**src/design/ptc_pkg.sv**
```systemverilog
package ptc_pkg;

	// Fixed-point formats.
	localparam int ANGLE_FRAC_BITS = 8;
	localparam int GAIN_FRAC_BITS  = 16;
	localparam int ERR_FRAC_BITS   = 4;
	localparam int SQ_SHIFT        = 2 * (ERR_FRAC_BITS + GAIN_FRAC_BITS) - ANGLE_FRAC_BITS;

	// Field widths.
	localparam int ANGLE_W = 17;
	localparam int ERR_W   = 17;
	localparam int CHG_W   = 18;
	localparam int GAIN_W  = 16;
	localparam int CMD_W   = 3;
	localparam int MUL_W   = 32;
	localparam int PROD_W  = 2 * MUL_W;
	// Angle plus two capped squared terms fits comfortably in this width.
	localparam int ACC_W   = 56;

	// Squared-term magnitude used when the gain product overflows 32 bits.
	localparam logic [PROD_W-1:0] SQ_CAP = PROD_W'(1) << 52;

	// Offsets saturate to +-180 degrees.
	localparam logic signed [ANGLE_W-1:0] OFS_LIMIT = ANGLE_W'(180 * (1 << ANGLE_FRAC_BITS));

	// Register file.
	localparam int NUM_REGS = 8;
	localparam int DATA_W   = 32;
	localparam int ADDR_W   = $clog2(NUM_REGS * 4);
	localparam int IDX_W    = $clog2(NUM_REGS);

	localparam logic [GAIN_W-1:0] RST_PAN_KP  = GAIN_W'(5243);
	localparam logic [GAIN_W-1:0] RST_PAN_KD  = GAIN_W'(14418);
	localparam logic [GAIN_W-1:0] RST_TILT_KP = GAIN_W'(6554);
	localparam logic [GAIN_W-1:0] RST_TILT_KD = GAIN_W'(14418);
	localparam logic signed [ANGLE_W-1:0] RST_PAN_UP  = ANGLE_W'(50 * (1 << ANGLE_FRAC_BITS));
	localparam logic signed [ANGLE_W-1:0] RST_PAN_LO  = ANGLE_W'(-50 * (1 << ANGLE_FRAC_BITS));
	localparam logic signed [ANGLE_W-1:0] RST_TILT_UP = ANGLE_W'(85 * (1 << ANGLE_FRAC_BITS));
	localparam logic signed [ANGLE_W-1:0] RST_TILT_LO = ANGLE_W'(-20 * (1 << ANGLE_FRAC_BITS));

	typedef enum logic [IDX_W-1:0] {
		REG_PAN_KP  = 3'd0,
		REG_PAN_KD  = 3'd1,
		REG_TILT_KP = 3'd2,
		REG_TILT_KD = 3'd3,
		REG_PAN_UP  = 3'd4,
		REG_PAN_LO  = 3'd5,
		REG_TILT_UP = 3'd6,
		REG_TILT_LO = 3'd7
	} reg_idx_t;

	// Commands carried by a request beat.
	typedef enum logic [CMD_W-1:0] {
		CMD_TRACK_NEW = 3'd0,
		CMD_TRACK     = 3'd1,
		CMD_MOVE_ABS  = 3'd2,
		CMD_MOVE_OFS  = 3'd3,
		CMD_CLEAR     = 3'd4
	} cmd_t;

	// Squared terms, in the order the sequencer walks them.
	localparam int TERM_W = 2;
	localparam logic [TERM_W-1:0] TERM_PAN_P  = 2'd0;
	localparam logic [TERM_W-1:0] TERM_PAN_D  = 2'd1;
	localparam logic [TERM_W-1:0] TERM_TILT_P = 2'd2;
	localparam logic [TERM_W-1:0] TERM_TILT_D = 2'd3;

	typedef enum logic [2:0] {
		ST_IDLE,
		ST_GAIN,
		ST_SQUARE,
		ST_ACC,
		ST_CLAMP,
		ST_DONE
	} state_t;

	// Configuration seen by the datapath.
	typedef struct packed {
		logic [GAIN_W-1:0]         pan_kp;
		logic [GAIN_W-1:0]         pan_kd;
		logic [GAIN_W-1:0]         tilt_kp;
		logic [GAIN_W-1:0]         tilt_kd;
		logic signed [ANGLE_W-1:0] pan_upper_limit;
		logic signed [ANGLE_W-1:0] pan_lower_limit;
		logic signed [ANGLE_W-1:0] tilt_upper_limit;
		logic signed [ANGLE_W-1:0] tilt_lower_limit;
	} cfg_t;

	// Commands from the controller to the datapath.
	typedef struct packed {
		logic              load;
		logic              mul_gain;
		logic              mul_sq;
		logic              acc;
		logic              clamp;
		logic              out_load;
		logic [TERM_W-1:0] term;
	} dp_cmd_t;

endpackage

```
**src/design/ptc_if.sv**
```systemverilog
// Request channel: one command beat.
interface ptc_req_if;
	logic                                      valid;
	logic                                      ready;
	logic [ptc_pkg::CMD_W-1:0]                 cmd;
	logic signed [ptc_pkg::ANGLE_W-1:0]        pan_value;
	logic signed [ptc_pkg::ANGLE_W-1:0]        tilt_value;

	modport source (output valid, output cmd, output pan_value, output tilt_value, input ready);
	modport sink (input valid, input cmd, input pan_value, input tilt_value, output ready);
endinterface

// Result channel: one angle pair beat.
interface ptc_res_if;
	logic                               valid;
	logic                               ready;
	logic signed [ptc_pkg::ANGLE_W-1:0] pan_angle_out;
	logic signed [ptc_pkg::ANGLE_W-1:0] tilt_angle_out;

	modport source (output valid, output pan_angle_out, output tilt_angle_out, input ready);
	modport sink (input valid, input pan_angle_out, input tilt_angle_out, output ready);
endinterface

```
**src/design/ptc_regs.sv**
```systemverilog
module ptc_regs (
	input  logic                         clk,
	input  logic                         arst_n,
	input  logic                         psel,
	input  logic                         penable,
	input  logic                         pwrite,
	input  logic [ptc_pkg::ADDR_W-1:0]   paddr,
	input  logic [ptc_pkg::DATA_W-1:0]   pwdata,
	output logic [ptc_pkg::DATA_W-1:0]   prdata,
	output logic                         pready,
	output ptc_pkg::cfg_t                cfg
);

	ptc_pkg::cfg_t     cfg_q;
	ptc_pkg::reg_idx_t idx;
	logic              wr_en;

	assign pready = 1'b1;
	assign wr_en  = psel & penable & pwrite;
	assign idx    = ptc_pkg::reg_idx_t'(paddr[ptc_pkg::ADDR_W-1:2]);
	assign cfg    = cfg_q;

	// Register writes in the access phase.
	always_ff @(posedge clk or negedge arst_n) begin
		if (!arst_n) begin
			cfg_q.pan_kp           <= ptc_pkg::RST_PAN_KP;
			cfg_q.pan_kd           <= ptc_pkg::RST_PAN_KD;
			cfg_q.tilt_kp          <= ptc_pkg::RST_TILT_KP;
			cfg_q.tilt_kd          <= ptc_pkg::RST_TILT_KD;
			cfg_q.pan_upper_limit  <= ptc_pkg::RST_PAN_UP;
			cfg_q.pan_lower_limit  <= ptc_pkg::RST_PAN_LO;
			cfg_q.tilt_upper_limit <= ptc_pkg::RST_TILT_UP;
			cfg_q.tilt_lower_limit <= ptc_pkg::RST_TILT_LO;
		end else if (wr_en) begin
			case (idx)
				ptc_pkg::REG_PAN_KP: begin
					cfg_q.pan_kp <= pwdata[ptc_pkg::GAIN_W-1:0];
				end
				ptc_pkg::REG_PAN_KD: begin
					cfg_q.pan_kd <= pwdata[ptc_pkg::GAIN_W-1:0];
				end
				ptc_pkg::REG_TILT_KP: begin
					cfg_q.tilt_kp <= pwdata[ptc_pkg::GAIN_W-1:0];
				end
				ptc_pkg::REG_TILT_KD: begin
					cfg_q.tilt_kd <= pwdata[ptc_pkg::GAIN_W-1:0];
				end
				ptc_pkg::REG_PAN_UP: begin
					cfg_q.pan_upper_limit <= pwdata[ptc_pkg::ANGLE_W-1:0];
				end
				ptc_pkg::REG_PAN_LO: begin
					cfg_q.pan_lower_limit <= pwdata[ptc_pkg::ANGLE_W-1:0];
				end
				ptc_pkg::REG_TILT_UP: begin
					cfg_q.tilt_upper_limit <= pwdata[ptc_pkg::ANGLE_W-1:0];
				end
				ptc_pkg::REG_TILT_LO: begin
					cfg_q.tilt_lower_limit <= pwdata[ptc_pkg::ANGLE_W-1:0];
				end
				default: begin
				end
			endcase
		end
	end

	// Read mux; gains are zero-extended and limits sign-extended.
	always_comb begin
		case (idx)
			ptc_pkg::REG_PAN_KP:  prdata = ptc_pkg::DATA_W'(cfg_q.pan_kp);
			ptc_pkg::REG_PAN_KD:  prdata = ptc_pkg::DATA_W'(cfg_q.pan_kd);
			ptc_pkg::REG_TILT_KP: prdata = ptc_pkg::DATA_W'(cfg_q.tilt_kp);
			ptc_pkg::REG_TILT_KD: prdata = ptc_pkg::DATA_W'(cfg_q.tilt_kd);
			ptc_pkg::REG_PAN_UP:  prdata = ptc_pkg::DATA_W'(cfg_q.pan_upper_limit);
			ptc_pkg::REG_PAN_LO:  prdata = ptc_pkg::DATA_W'(cfg_q.pan_lower_limit);
			ptc_pkg::REG_TILT_UP: prdata = ptc_pkg::DATA_W'(cfg_q.tilt_upper_limit);
			ptc_pkg::REG_TILT_LO: prdata = ptc_pkg::DATA_W'(cfg_q.tilt_lower_limit);
			default:              prdata = '0;
		endcase
	end

endmodule

```
**src/design/ptc_ctrl.sv**
```systemverilog
module ptc_ctrl (
	input  logic                       clk,
	input  logic                       arst_n,
	input  logic                       in_valid,
	input  logic [ptc_pkg::CMD_W-1:0]  in_cmd,
	output logic                       in_ready,
	input  logic                       out_ready,
	output logic                       out_valid,
	output ptc_pkg::dp_cmd_t           dp_cmd
);

	ptc_pkg::state_t              state_q, state_d;
	logic [ptc_pkg::TERM_W-1:0]   term_q, term_d;
	logic                         out_valid_q;

	assign out_valid = out_valid_q;

	// State, term counter and result-valid flag.
	always_ff @(posedge clk or negedge arst_n) begin
		if (!arst_n) begin
			state_q     <= ptc_pkg::ST_IDLE;
			term_q      <= ptc_pkg::TERM_PAN_P;
			out_valid_q <= 1'b0;
		end else begin
			state_q <= state_d;
			term_q  <= term_d;
			if (dp_cmd.out_load) begin
				out_valid_q <= 1'b1;
			end else if (out_ready) begin
				out_valid_q <= 1'b0;
			end
		end
	end

	// Next state and datapath commands.
	always_comb begin
		state_d         = state_q;
		term_d          = term_q;
		in_ready        = 1'b0;
		dp_cmd          = '0;
		dp_cmd.term     = term_q;
		case (state_q)
			ptc_pkg::ST_IDLE: begin
				in_ready = 1'b1;
				if (in_valid) begin
					dp_cmd.load = 1'b1;
					term_d      = ptc_pkg::TERM_PAN_P;
					case (in_cmd)
						ptc_pkg::CMD_TRACK_NEW, ptc_pkg::CMD_TRACK: state_d = ptc_pkg::ST_GAIN;
						ptc_pkg::CMD_MOVE_ABS, ptc_pkg::CMD_MOVE_OFS: state_d = ptc_pkg::ST_CLAMP;
						default: state_d = ptc_pkg::ST_DONE;
					endcase
				end
			end
			ptc_pkg::ST_GAIN: begin
				// The previous term's square is added while this term's gain product forms.
				dp_cmd.mul_gain = 1'b1;
				dp_cmd.acc      = (term_q != ptc_pkg::TERM_PAN_P);
				state_d         = ptc_pkg::ST_SQUARE;
			end
			ptc_pkg::ST_SQUARE: begin
				dp_cmd.mul_sq = 1'b1;
				if (term_q == ptc_pkg::TERM_TILT_D) begin
					state_d = ptc_pkg::ST_ACC;
				end else begin
					term_d  = term_q + 1'b1;
					state_d = ptc_pkg::ST_GAIN;
				end
			end
			ptc_pkg::ST_ACC: begin
				dp_cmd.acc = 1'b1;
				state_d    = ptc_pkg::ST_CLAMP;
			end
			ptc_pkg::ST_CLAMP: begin
				dp_cmd.clamp = 1'b1;
				state_d      = ptc_pkg::ST_DONE;
			end
			ptc_pkg::ST_DONE: begin
				if (!out_valid_q || out_ready) begin
					dp_cmd.out_load = 1'b1;
					state_d         = ptc_pkg::ST_IDLE;
				end
			end
			default: begin
				state_d = ptc_pkg::ST_IDLE;
			end
		endcase
	end

endmodule

```
**src/design/ptc_dp.sv**
```systemverilog
module ptc_dp (
	input  logic                               clk,
	input  logic                               arst_n,
	input  ptc_pkg::dp_cmd_t                   cmd,
	input  ptc_pkg::cfg_t                      cfg,
	input  logic [ptc_pkg::CMD_W-1:0]          in_cmd,
	input  logic signed [ptc_pkg::ANGLE_W-1:0] in_pan,
	input  logic signed [ptc_pkg::ANGLE_W-1:0] in_tilt,
	output logic signed [ptc_pkg::ANGLE_W-1:0] pan_out,
	output logic signed [ptc_pkg::ANGLE_W-1:0] tilt_out
);

	localparam int AW = ptc_pkg::ANGLE_W;
	localparam int CW = ptc_pkg::CHG_W;
	localparam int XW = ptc_pkg::ACC_W;
	localparam int MW = ptc_pkg::MUL_W;
	localparam int PW = ptc_pkg::PROD_W;

	// Architectural state.
	logic signed [AW-1:0] pan_angle_q, tilt_angle_q;
	logic signed [AW-1:0] pan_err_q, tilt_err_q;
	logic signed [CW-1:0] pan_chg_q, tilt_chg_q;

	// Working registers.
	logic signed [XW-1:0] pan_acc_q, tilt_acc_q;
	logic [PW-1:0]        mul_q;
	logic                 cap_q, term_neg_q, term_tilt_q;
	logic signed [AW-1:0] pan_out_q, tilt_out_q;

	logic signed [CW-1:0]         x;
	logic [CW-1:0]                mag;
	logic [ptc_pkg::GAIN_W-1:0]   gain;
	logic                         x_tilt, x_neg;
	logic [MW-1:0]                mul_a, mul_b;
	logic [PW-1:0]                prod;
	logic [XW-1:0]                term_mag;
	logic signed [XW-1:0]         term_val;
	logic signed [AW-1:0]         pan_sat, tilt_sat;

	function automatic logic signed [AW-1:0] sat_offset(input logic signed [AW-1:0] v);
		logic signed [AW-1:0] r;
		r = v;
		if (v > ptc_pkg::OFS_LIMIT) begin
			r = ptc_pkg::OFS_LIMIT;
		end else if (v < -ptc_pkg::OFS_LIMIT) begin
			r = -ptc_pkg::OFS_LIMIT;
		end
		return r;
	endfunction

	// Upper limit wins first, then the lower one.
	function automatic logic signed [AW-1:0] clamp_angle(input logic signed [XW-1:0] a,
			input logic signed [AW-1:0] up, input logic signed [AW-1:0] lo);
		logic signed [AW-1:0] r;
		r = a[AW-1:0];
		if (a > XW'(up)) begin
			r = up;
		end else if (a < XW'(lo)) begin
			r = lo;
		end
		return r;
	endfunction

	assign pan_out  = pan_out_q;
	assign tilt_out = tilt_out_q;
	assign pan_sat  = sat_offset(in_pan);
	assign tilt_sat = sat_offset(in_tilt);

	// Operand of the current term.
	always_comb begin
		case (cmd.term)
			ptc_pkg::TERM_PAN_P: begin
				x = CW'(pan_err_q); gain = cfg.pan_kp; x_tilt = 1'b0;
			end
			ptc_pkg::TERM_PAN_D: begin
				x = pan_chg_q; gain = cfg.pan_kd; x_tilt = 1'b0;
			end
			ptc_pkg::TERM_TILT_P: begin
				x = CW'(tilt_err_q); gain = cfg.tilt_kp; x_tilt = 1'b1;
			end
			default: begin
				x = tilt_chg_q; gain = cfg.tilt_kd; x_tilt = 1'b1;
			end
		endcase
	end

	// Tilt terms take the opposite sign of their operand.
	assign x_neg = x_tilt ? (!x[CW-1] && (x != '0)) : x[CW-1];
	assign mag   = x[CW-1] ? CW'(-x) : CW'(x);

	// The shared multiplier: gain product first, then its square.
	assign mul_a = cmd.mul_sq ? mul_q[MW-1:0] : MW'(mag);
	assign mul_b = cmd.mul_sq ? mul_q[MW-1:0] : MW'(gain);
	assign prod  = PW'(mul_a) * PW'(mul_b);

	// Signed squared term from the registered square.
	assign term_mag = cap_q ? XW'(ptc_pkg::SQ_CAP) : XW'(mul_q >> ptc_pkg::SQ_SHIFT);
	assign term_val = term_neg_q ? -signed'(term_mag) : signed'(term_mag);

	// Multiplier pipeline and term tags.
	always_ff @(posedge clk) begin
		if (cmd.mul_gain) begin
			mul_q       <= prod;
			term_neg_q  <= x_neg;
			term_tilt_q <= x_tilt;
		end else if (cmd.mul_sq) begin
			mul_q <= prod;
			cap_q <= (mul_q[PW-1:MW] != '0);
		end
	end

	// Angle accumulators.
	always_ff @(posedge clk) begin
		if (cmd.load) begin
			case (in_cmd)
				ptc_pkg::CMD_MOVE_ABS: begin
					pan_acc_q  <= XW'(in_pan);
					tilt_acc_q <= XW'(in_tilt);
				end
				ptc_pkg::CMD_MOVE_OFS: begin
					pan_acc_q  <= XW'(pan_angle_q) + XW'(pan_sat);
					tilt_acc_q <= XW'(tilt_angle_q) + XW'(tilt_sat);
				end
				default: begin
					pan_acc_q  <= XW'(pan_angle_q);
					tilt_acc_q <= XW'(tilt_angle_q);
				end
			endcase
		end else if (cmd.acc) begin
			if (term_tilt_q) begin
				tilt_acc_q <= tilt_acc_q + term_val;
			end else begin
				pan_acc_q <= pan_acc_q + term_val;
			end
		end
	end

	// Errors and their change, updated as a new-error tracking command or a clear is taken.
	always_ff @(posedge clk or negedge arst_n) begin
		if (!arst_n) begin
			pan_err_q  <= '0;
			tilt_err_q <= '0;
			pan_chg_q  <= '0;
			tilt_chg_q <= '0;
		end else if (cmd.load) begin
			case (in_cmd)
				ptc_pkg::CMD_TRACK_NEW: begin
					pan_chg_q  <= CW'(in_pan) - CW'(pan_err_q);
					tilt_chg_q <= CW'(in_tilt) - CW'(tilt_err_q);
					pan_err_q  <= in_pan;
					tilt_err_q <= in_tilt;
				end
				ptc_pkg::CMD_CLEAR: begin
					pan_err_q  <= '0;
					tilt_err_q <= '0;
					pan_chg_q  <= '0;
					tilt_chg_q <= '0;
				end
				default: begin
				end
			endcase
		end
	end

	// Commanded angles after clamping.
	always_ff @(posedge clk or negedge arst_n) begin
		if (!arst_n) begin
			pan_angle_q  <= '0;
			tilt_angle_q <= '0;
		end else if (cmd.clamp) begin
			pan_angle_q  <= clamp_angle(pan_acc_q, cfg.pan_upper_limit, cfg.pan_lower_limit);
			tilt_angle_q <= clamp_angle(tilt_acc_q, cfg.tilt_upper_limit, cfg.tilt_lower_limit);
		end
	end

	// Result register.
	always_ff @(posedge clk) begin
		if (cmd.out_load) begin
			pan_out_q  <= pan_angle_q;
			tilt_out_q <= tilt_angle_q;
		end
	end

endmodule

```
**src/design/pan_tilt_tracking_controller.sv**
```systemverilog
// Pan/tilt tracking controller.
// A request beat carries cmd, pan_value and tilt_value; each request yields exactly
// one result beat with the pan and tilt angles after the command. Gains and angle
// limits sit in an APB register file (4 bytes per register, pready tied high); the
// user must write them only while no command is in flight; the block does not enforce it.
// A tracking command (cmd 0 and 1) runs a gain step and a square step for each of
// the four terms, then accumulate, clamp and done; an absolute or offset move goes
// to clamp and done, and clearing the errors or an unused code goes straight to done.
// Tracking uses the single 32x32 multiplier, which forms the gain product and then
// its square for each of the four terms. One command is worked on at a time; the
// next can be taken in the cycle after its result is loaded into the output register.
// Reset clears the angles, errors and error changes to zero and loads the default
// gains and limits. If the receiver stalls, the result stays in the output register
// and the block still takes and works the next command; that command's result then
// waits until the pending beat is taken.
module pan_tilt_tracking_controller (
	input  logic                       clk,
	input  logic                       arst_n,
	ptc_req_if.sink                    request,
	ptc_res_if.source                  result,
	input  logic                       psel,
	input  logic                       penable,
	input  logic                       pwrite,
	input  logic [ptc_pkg::ADDR_W-1:0] paddr,
	input  logic [ptc_pkg::DATA_W-1:0] pwdata,
	output logic [ptc_pkg::DATA_W-1:0] prdata,
	output logic                       pready
);

	ptc_pkg::cfg_t    cfg;
	ptc_pkg::dp_cmd_t dp_cmd;

	// Configuration registers.
	ptc_regs u_regs (
		.clk     (clk),
		.arst_n  (arst_n),
		.psel    (psel),
		.penable (penable),
		.pwrite  (pwrite),
		.paddr   (paddr),
		.pwdata  (pwdata),
		.prdata  (prdata),
		.pready  (pready),
		.cfg     (cfg)
	);

	// Sequencer.
	ptc_ctrl u_ctrl (
		.clk       (clk),
		.arst_n    (arst_n),
		.in_valid  (request.valid),
		.in_cmd    (request.cmd),
		.in_ready  (request.ready),
		.out_ready (result.ready),
		.out_valid (result.valid),
		.dp_cmd    (dp_cmd)
	);

	// Arithmetic and state.
	ptc_dp u_dp (
		.clk      (clk),
		.arst_n   (arst_n),
		.cmd      (dp_cmd),
		.cfg      (cfg),
		.in_cmd   (request.cmd),
		.in_pan   (request.pan_value),
		.in_tilt  (request.tilt_value),
		.pan_out  (result.pan_angle_out),
		.tilt_out (result.tilt_angle_out)
	);

endmodule

```
**src/flat_wrapper.sv**
```systemverilog
// flat-port wrapper written by rule: the top's interface ports become plain ports
module pan_tilt_tracking_controller_flat 
  (clk, arst_n, psel, penable, pwrite, paddr, pwdata, prdata, pready, request_valid, request_cmd, request_pan_value, request_tilt_value, request_ready, result_valid, result_pan_angle_out, result_tilt_angle_out, result_ready);
  ptc_req_if request_i ();
  ptc_res_if result_i ();
  input  logic clk;
  input  logic arst_n;
  input  logic psel;
  input  logic penable;
  input  logic pwrite;
  input  logic [ptc_pkg::ADDR_W-1:0] paddr;
  input  logic [ptc_pkg::DATA_W-1:0] pwdata;
  output logic [ptc_pkg::DATA_W-1:0] prdata;
  output logic pready;
  input wire logic [$bits(request_i.valid)-1:0] request_valid;
  input wire logic [$bits(request_i.cmd)-1:0] request_cmd;
  input wire logic [$bits(request_i.pan_value)-1:0] request_pan_value;
  input wire logic [$bits(request_i.tilt_value)-1:0] request_tilt_value;
  output wire logic [$bits(request_i.ready)-1:0] request_ready;
  output wire logic [$bits(result_i.valid)-1:0] result_valid;
  output wire logic [$bits(result_i.pan_angle_out)-1:0] result_pan_angle_out;
  output wire logic [$bits(result_i.tilt_angle_out)-1:0] result_tilt_angle_out;
  input wire logic [$bits(result_i.ready)-1:0] result_ready;
  assign request_i.valid = request_valid;
  assign request_i.cmd = request_cmd;
  assign request_i.pan_value = request_pan_value;
  assign request_i.tilt_value = request_tilt_value;
  assign request_ready = request_i.ready;
  assign result_valid = result_i.valid;
  assign result_pan_angle_out = result_i.pan_angle_out;
  assign result_tilt_angle_out = result_i.tilt_angle_out;
  assign result_i.ready = result_ready;
  pan_tilt_tracking_controller u_core (.clk(clk), .arst_n(arst_n), .request(request_i), .result(result_i), .psel(psel), .penable(penable), .pwrite(pwrite), .paddr(paddr), .pwdata(pwdata), .prdata(prdata), .pready(pready));
endmodule
```
**config.mk**
```make
export PLATFORM = sky130hd
export DESIGN_NAME = pan_tilt_tracking_controller_flat
export DESIGN_NICKNAME = d
export VERILOG_FILES = /design/src/design/ptc_pkg.sv /design/src/design/ptc_if.sv /design/src/design/ptc_regs.sv /design/src/design/ptc_ctrl.sv /design/src/design/ptc_dp.sv /design/src/design/pan_tilt_tracking_controller.sv /design/src/flat_wrapper.sv
export SDC_FILE = /design/constraint.sdc
export NUM_CORES = 2
export LEC_CHECK = 0
export ABC_AREA = 1
export BUFFER_PORTS_ARGS = -buffer_cell sky130_fd_sc_hd__buf_2
export CORE_UTILIZATION = 34
export CTS_CLUSTER_DIAMETER = 120
export DETAILED_ROUTE_END_ITERATION = 10
export PLACE_DENSITY = 0.54
export RECOVER_POWER = 100
export SLEW_MARGIN = 10
export SYNTH_ARGS = -nofsm -noshare
export SYNTH_HDL_FRONTEND = slang
export SYNTH_SLANG_ARGS = --single-unit
```
**constraint.sdc**
```tcl
create_clock -name clk -period 9.5 [get_ports clk]
set_clock_uncertainty 0.05 [all_clocks]
set_input_delay 1.425 -clock clk [delete_from_list [all_inputs] [get_ports clk]]
set_output_delay 1.425 -clock clk [all_outputs]
set_load 0.005 [all_outputs]
```
==> qor.json <==
{
  "clock_sink_count": {"value": 455},
  "clock_tree.root_cell": {"value": "clkbuf_16"},
  "syn_area": {"value": 0.07092, "unit": "mm^2"},
  "area_growth": {"value": 9.818, "unit": "%"},
  "setup_repair_after_global_routing_missed_its_margin": {"value": "yes"},
  "cts_htree_levels": {"value": 2},
  "die_y": {"value": 458.7, "unit": "um"},
  "setup.reg_to_reg.worst_slack": {"value": 260, "unit": "ps"},
  "max_freq": {"value": 108.2, "unit": "MHz"},
  "clock_insertion_delay_worst_skew": {"value": 700, "unit": "ps"},
  "synth_area_leaders": {"value": "fa_1 25%, ha_1 12%, nand2_1 10%"},
  "crit_arrival": {"value": 9600, "unit": "ps"},
  "drc_errors": {"value": 0},
  "floorplan.core_area": {"value": 0.2073, "unit": "mm^2"},
  "mostFrequentLayoutCells": {"value": "1951 x nand2_1, 1850 x inv_1, 1013 x nor2_1"},
  "synth.distinct_cells": {"value": 64},
  "route.detailed.vias_per_inst": {"value": 5.174},
  "transition_time_at_the_pin_with_the_least_slew_margin": {"value": 5843, "unit": "ps"},
  "post-synth-top-area-cell": {"value": "fa_1"},
  "synth_enable_flop_cells": {"value": 213},
  "period_minus_slack": {"value": 9241, "unit": "ps"},
  "critPathMostFrequentCell": {"value": "fa_1"},
  "cts_buffer_depth": {"value": 3},
  "placement.setup.worst_slack": {"value": -78.82, "unit": "ps"},
  "cpMaxStageDelayCell": {"value": "a31oi_1"},
  "drtPass1Iterations": {"value": 6},
  "num-nets-final": {"value": 11120},
  "clk_transition_reported_paths": {"value": 60, "unit": "ps"},
  "cp_data_required_time": {"value": 9860, "unit": "ps"},
  "slew_headroom": {"value": -289.6, "unit": "%"},
  "slowest_delay": {"value": 640, "unit": "ps"},
  "std_cell_rows": {"value": 167},
  "finalMaxSlewViolations": {"value": 285},
  "global_route.overflow_total": {"value": 0},
  "final_hold_vios": {"value": 0},
  "netlist.area_leader.share": {"value": 24.81, "unit": "%"},
  "multi_input_area": {"value": 0.05030, "unit": "mm^2"},
  "grt_antenna_before_repair": {"value": 35},
  "violations": {"value": "capacitance limit, slew limit"},
  "place_hpwl": {"value": 229.9, "unit": "mm"},
  "final_layout_size_suffix_gt1_share": {"value": 6.664, "unit": "%"},
  "rd_place_congestion": {"value": 0.9853},
  "cts_buffers": {"value": 59},
  "floorplan.io_pins": {"value": 150},
  "seqCellArea": {"value": 0.01251, "unit": "mm^2"},
  "synth.yosys.seq_area_share": {"value": 17.64, "unit": "%"},
  "outcome": {"value": "finished with violations"},
  "dr_total_vias": {"value": 63918},
  "drt-wirelength-per-cell": {"value": 22.56, "unit": "um"},
  "netlist_instances": {"value": 9362},
  "postRouteAntennaNets": {"value": 0},
  "die_area": {"value": 0.2104, "unit": "mm^2"},
  "syn_nets": {"value": 10989},
  "post-route-cell-area": {"value": 0.07788, "unit": "mm^2"},
  "tritoncts": {"value": "yes"},
  "fin_ws": {"value": 259.0, "unit": "ps"},
  "die_w": {"value": 458.7, "unit": "um"},
  "post_synthesis_area_per_instance": {"value": 7.575, "unit": "um^2"},
  "maximum_fanout_count_along_the_critical_path": {"value": 15},
  "detail_route.iter0.violations": {"value": 5361},
  "category_of_the_critical_setup_timing_path": {"value": "register to register"},
  "global_route_wire_length_before_repair": {"value": 415.1, "unit": "mm"},
  "grt_max_degree": {"value": 150},
  "drv_cap": {"value": 6},
  "holdCritPathClass": {"value": "register to register"},
  "dpl_cell_area": {"value": 0.07556, "unit": "mm^2"},
  "postSynth.asyncResetShare": {"value": 53.19, "unit": "%"},
  "critPathCaptureType": {"value": "register"},
  "number_of_synthesized_register_bits": {"value": 455},
  "synth-main-ff-cell": {"value": "edfxtp_1"},
  "ys.warnings.count": {"value": 0},
  "routed_wirelength": {"value": 278.7, "unit": "mm"},
  "layout.cells.most_common": {"value": "nand2_1"},
  "critical_path.startpoint_type": {"value": "register"},
  "cts_hold_buffers": {"value": 0},
  "initial_utilization": {"value": 34.22, "unit": "%"},
  "share_of_the_core_filled_with_cells": {"value": 37.57, "unit": "%"},
  "track_usage": {"value": 26.36, "unit": "%"},
  "portBuffers": {"value": 131},
  "min_period_over_period": {"value": 97.27, "unit": "%"},
  "final_setup_violating_endpoints": {"value": 0},
  "fillers": {"value": 21945},
  "first_global_vias": {"value": 64215}
}
==> repair_timing <==
| item | 4_1_cts | 5_1_grt |
|---|---|---|
| cloned | 0 | 1 |
| setup buffers | 0 | 3 |
| hold endpoints to repair | 0 | 0 |
| pin swaps | 0 | 2 |
| resized for setup | 5 | 36 |
| endpoints found under the setup margin | 5 | 38 |
==> worst paths after layout <==
kind / end / cells after the start / start
max: u_core.u_dp.mul_q[47] / 28 / u_core.u_ctrl.state_q[1]
min: u_core.u_dp.tilt_chg_q[11] / 2 / u_core.u_dp.tilt_chg_q[11]
max reg2reg: u_core.u_dp.mul_q[47] / 28 / u_core.u_ctrl.state_q[1]
min reg2reg: u_core.u_dp.tilt_chg_q[11] / 2 / u_core.u_dp.tilt_chg_q[11]
max in group asynchronous: u_core.u_dp.tilt_chg_q[1] / 1 / arst_n
min in group asynchronous: u_core.u_dp.pan_angle_q[6] / 1 / arst_n
==> critical path, delay by kind of cell (launching register included) <==
family	cells	cell delay, ps
AOI/OAI and AO/OA	6	1820
xor gates and xnor gates	1	140
adders and majority gates	9	4370
buffers and inverters	9	1550
DFF	1	440
and+or+nand+nor	3	510
==> cell usage after synthesis (20+ instances only) <==
library cell,instances
nor2_2,33
dfrtp_1,196
fa_1,879
inv_1,1854
xor2_1,80
clkbuf_1,184
nand3_1,385
a21o_1,49
buf_4,25
nand2_1,1953
a22oi_1,24
or2_2,24
a31oi_1,56
o21a_1,35
nor2_1,1026
buf_2,33
nor4_1,20
o21ai_0,483
xnor2_1,38
o22ai_1,66
ha_1,667
o21bai_1,31
a221oi_1,22
a21oi_1,526
dfstp_2,46
o211ai_1,29
nor3_1,74
nand4_1,95
edfxtp_1,213
==> routing by layer <==
metal  vias to the layer above  GRT usage, %  routed length [um]
li1                      29836             -                   -
met1                     31334         34.40              117100
met4                         6         11.45               14610
met3                       462         3.110               17200
met5                         -             0                  30
met2                      2280         43.79              129700
==> logic make-up (layout without fill, tap and decap cells) <==
family | after synthesis | count (layout) | share of synthesized area, %
AND/OR/NAND/NOR | 3664 | 3664 | 21.11
buffers and inverters | 2155 | 2337 | 11.68
adder cells (fa/ha/maj) | 1546 | 1546 | 36.58
AO/OA/AOI/OAI | 1423 | 1423 | 11.54
flip-flops | 455 | 455 | 17.64
XOR/XNOR | 118 | 118 | 1.457
other | 1 | 22 | 0.005288
==> metrics by stage <==
stage | hold WS (ps) | cells | setup TNS [ps]
2_1_floorplan | 398.9 | 9362 | 0
3_3_place_gp | 417.2 | 12216 | 0
3_5_place_dp | 416.2 | 12216 | -78.82
4_1_cts | 433.4 | 12328 | 0
5_1_grt | 452.1 | 12340 | -13.59
6_report | 432.2 | 12353 | 0
==> final cells by class <==
| class | instances | area share (%) |
|---|---|---|
| multi-input combinational | 6752 | 64.59 |
| sequential | 455 | 16.06 |
| clock inverter | 36 | 0.6056 |
| antenna | 21 | 0.06747 |
| timing repair buffer | 337 | 2.959 |
| tap | 2788 | 4.479 |
| inverter | 1888 | 9.107 |
| clock buffer | 76 | 2.135 |
==> flip-flops by register name (all words and copies together) (netlist names), 2 cells and up <==
| name | flops |
|---|---|
| u_core.u_dp.tilt_chg_q | 18 |
| u_core.u_ctrl.term_q | 2 |
| u_core.u_dp.pan_angle_q | 17 |
| u_core.u_ctrl.state_q | 3 |
| u_core.u_regs.cfg | 132 |
| u_core.u_dp.pan_chg_q | 18 |
| u_core.u_dp.tilt_angle_q | 17 |
| u_core.u_dp.pan_acc_q | 56 |
| u_core.u_dp.tilt_out | 17 |
| u_core.u_dp.pan_out | 17 |
| u_core.u_dp.tilt_err_q | 17 |
| u_core.u_dp.pan_err_q | 17 |
| u_core.u_dp.tilt_acc_q | 56 |
| u_core.u_dp.mul_q | 64 |
Power is left out: the tool's default activity adds up to more than one toggle a clock period on the data nets, which glitch-free logic cannot reach.
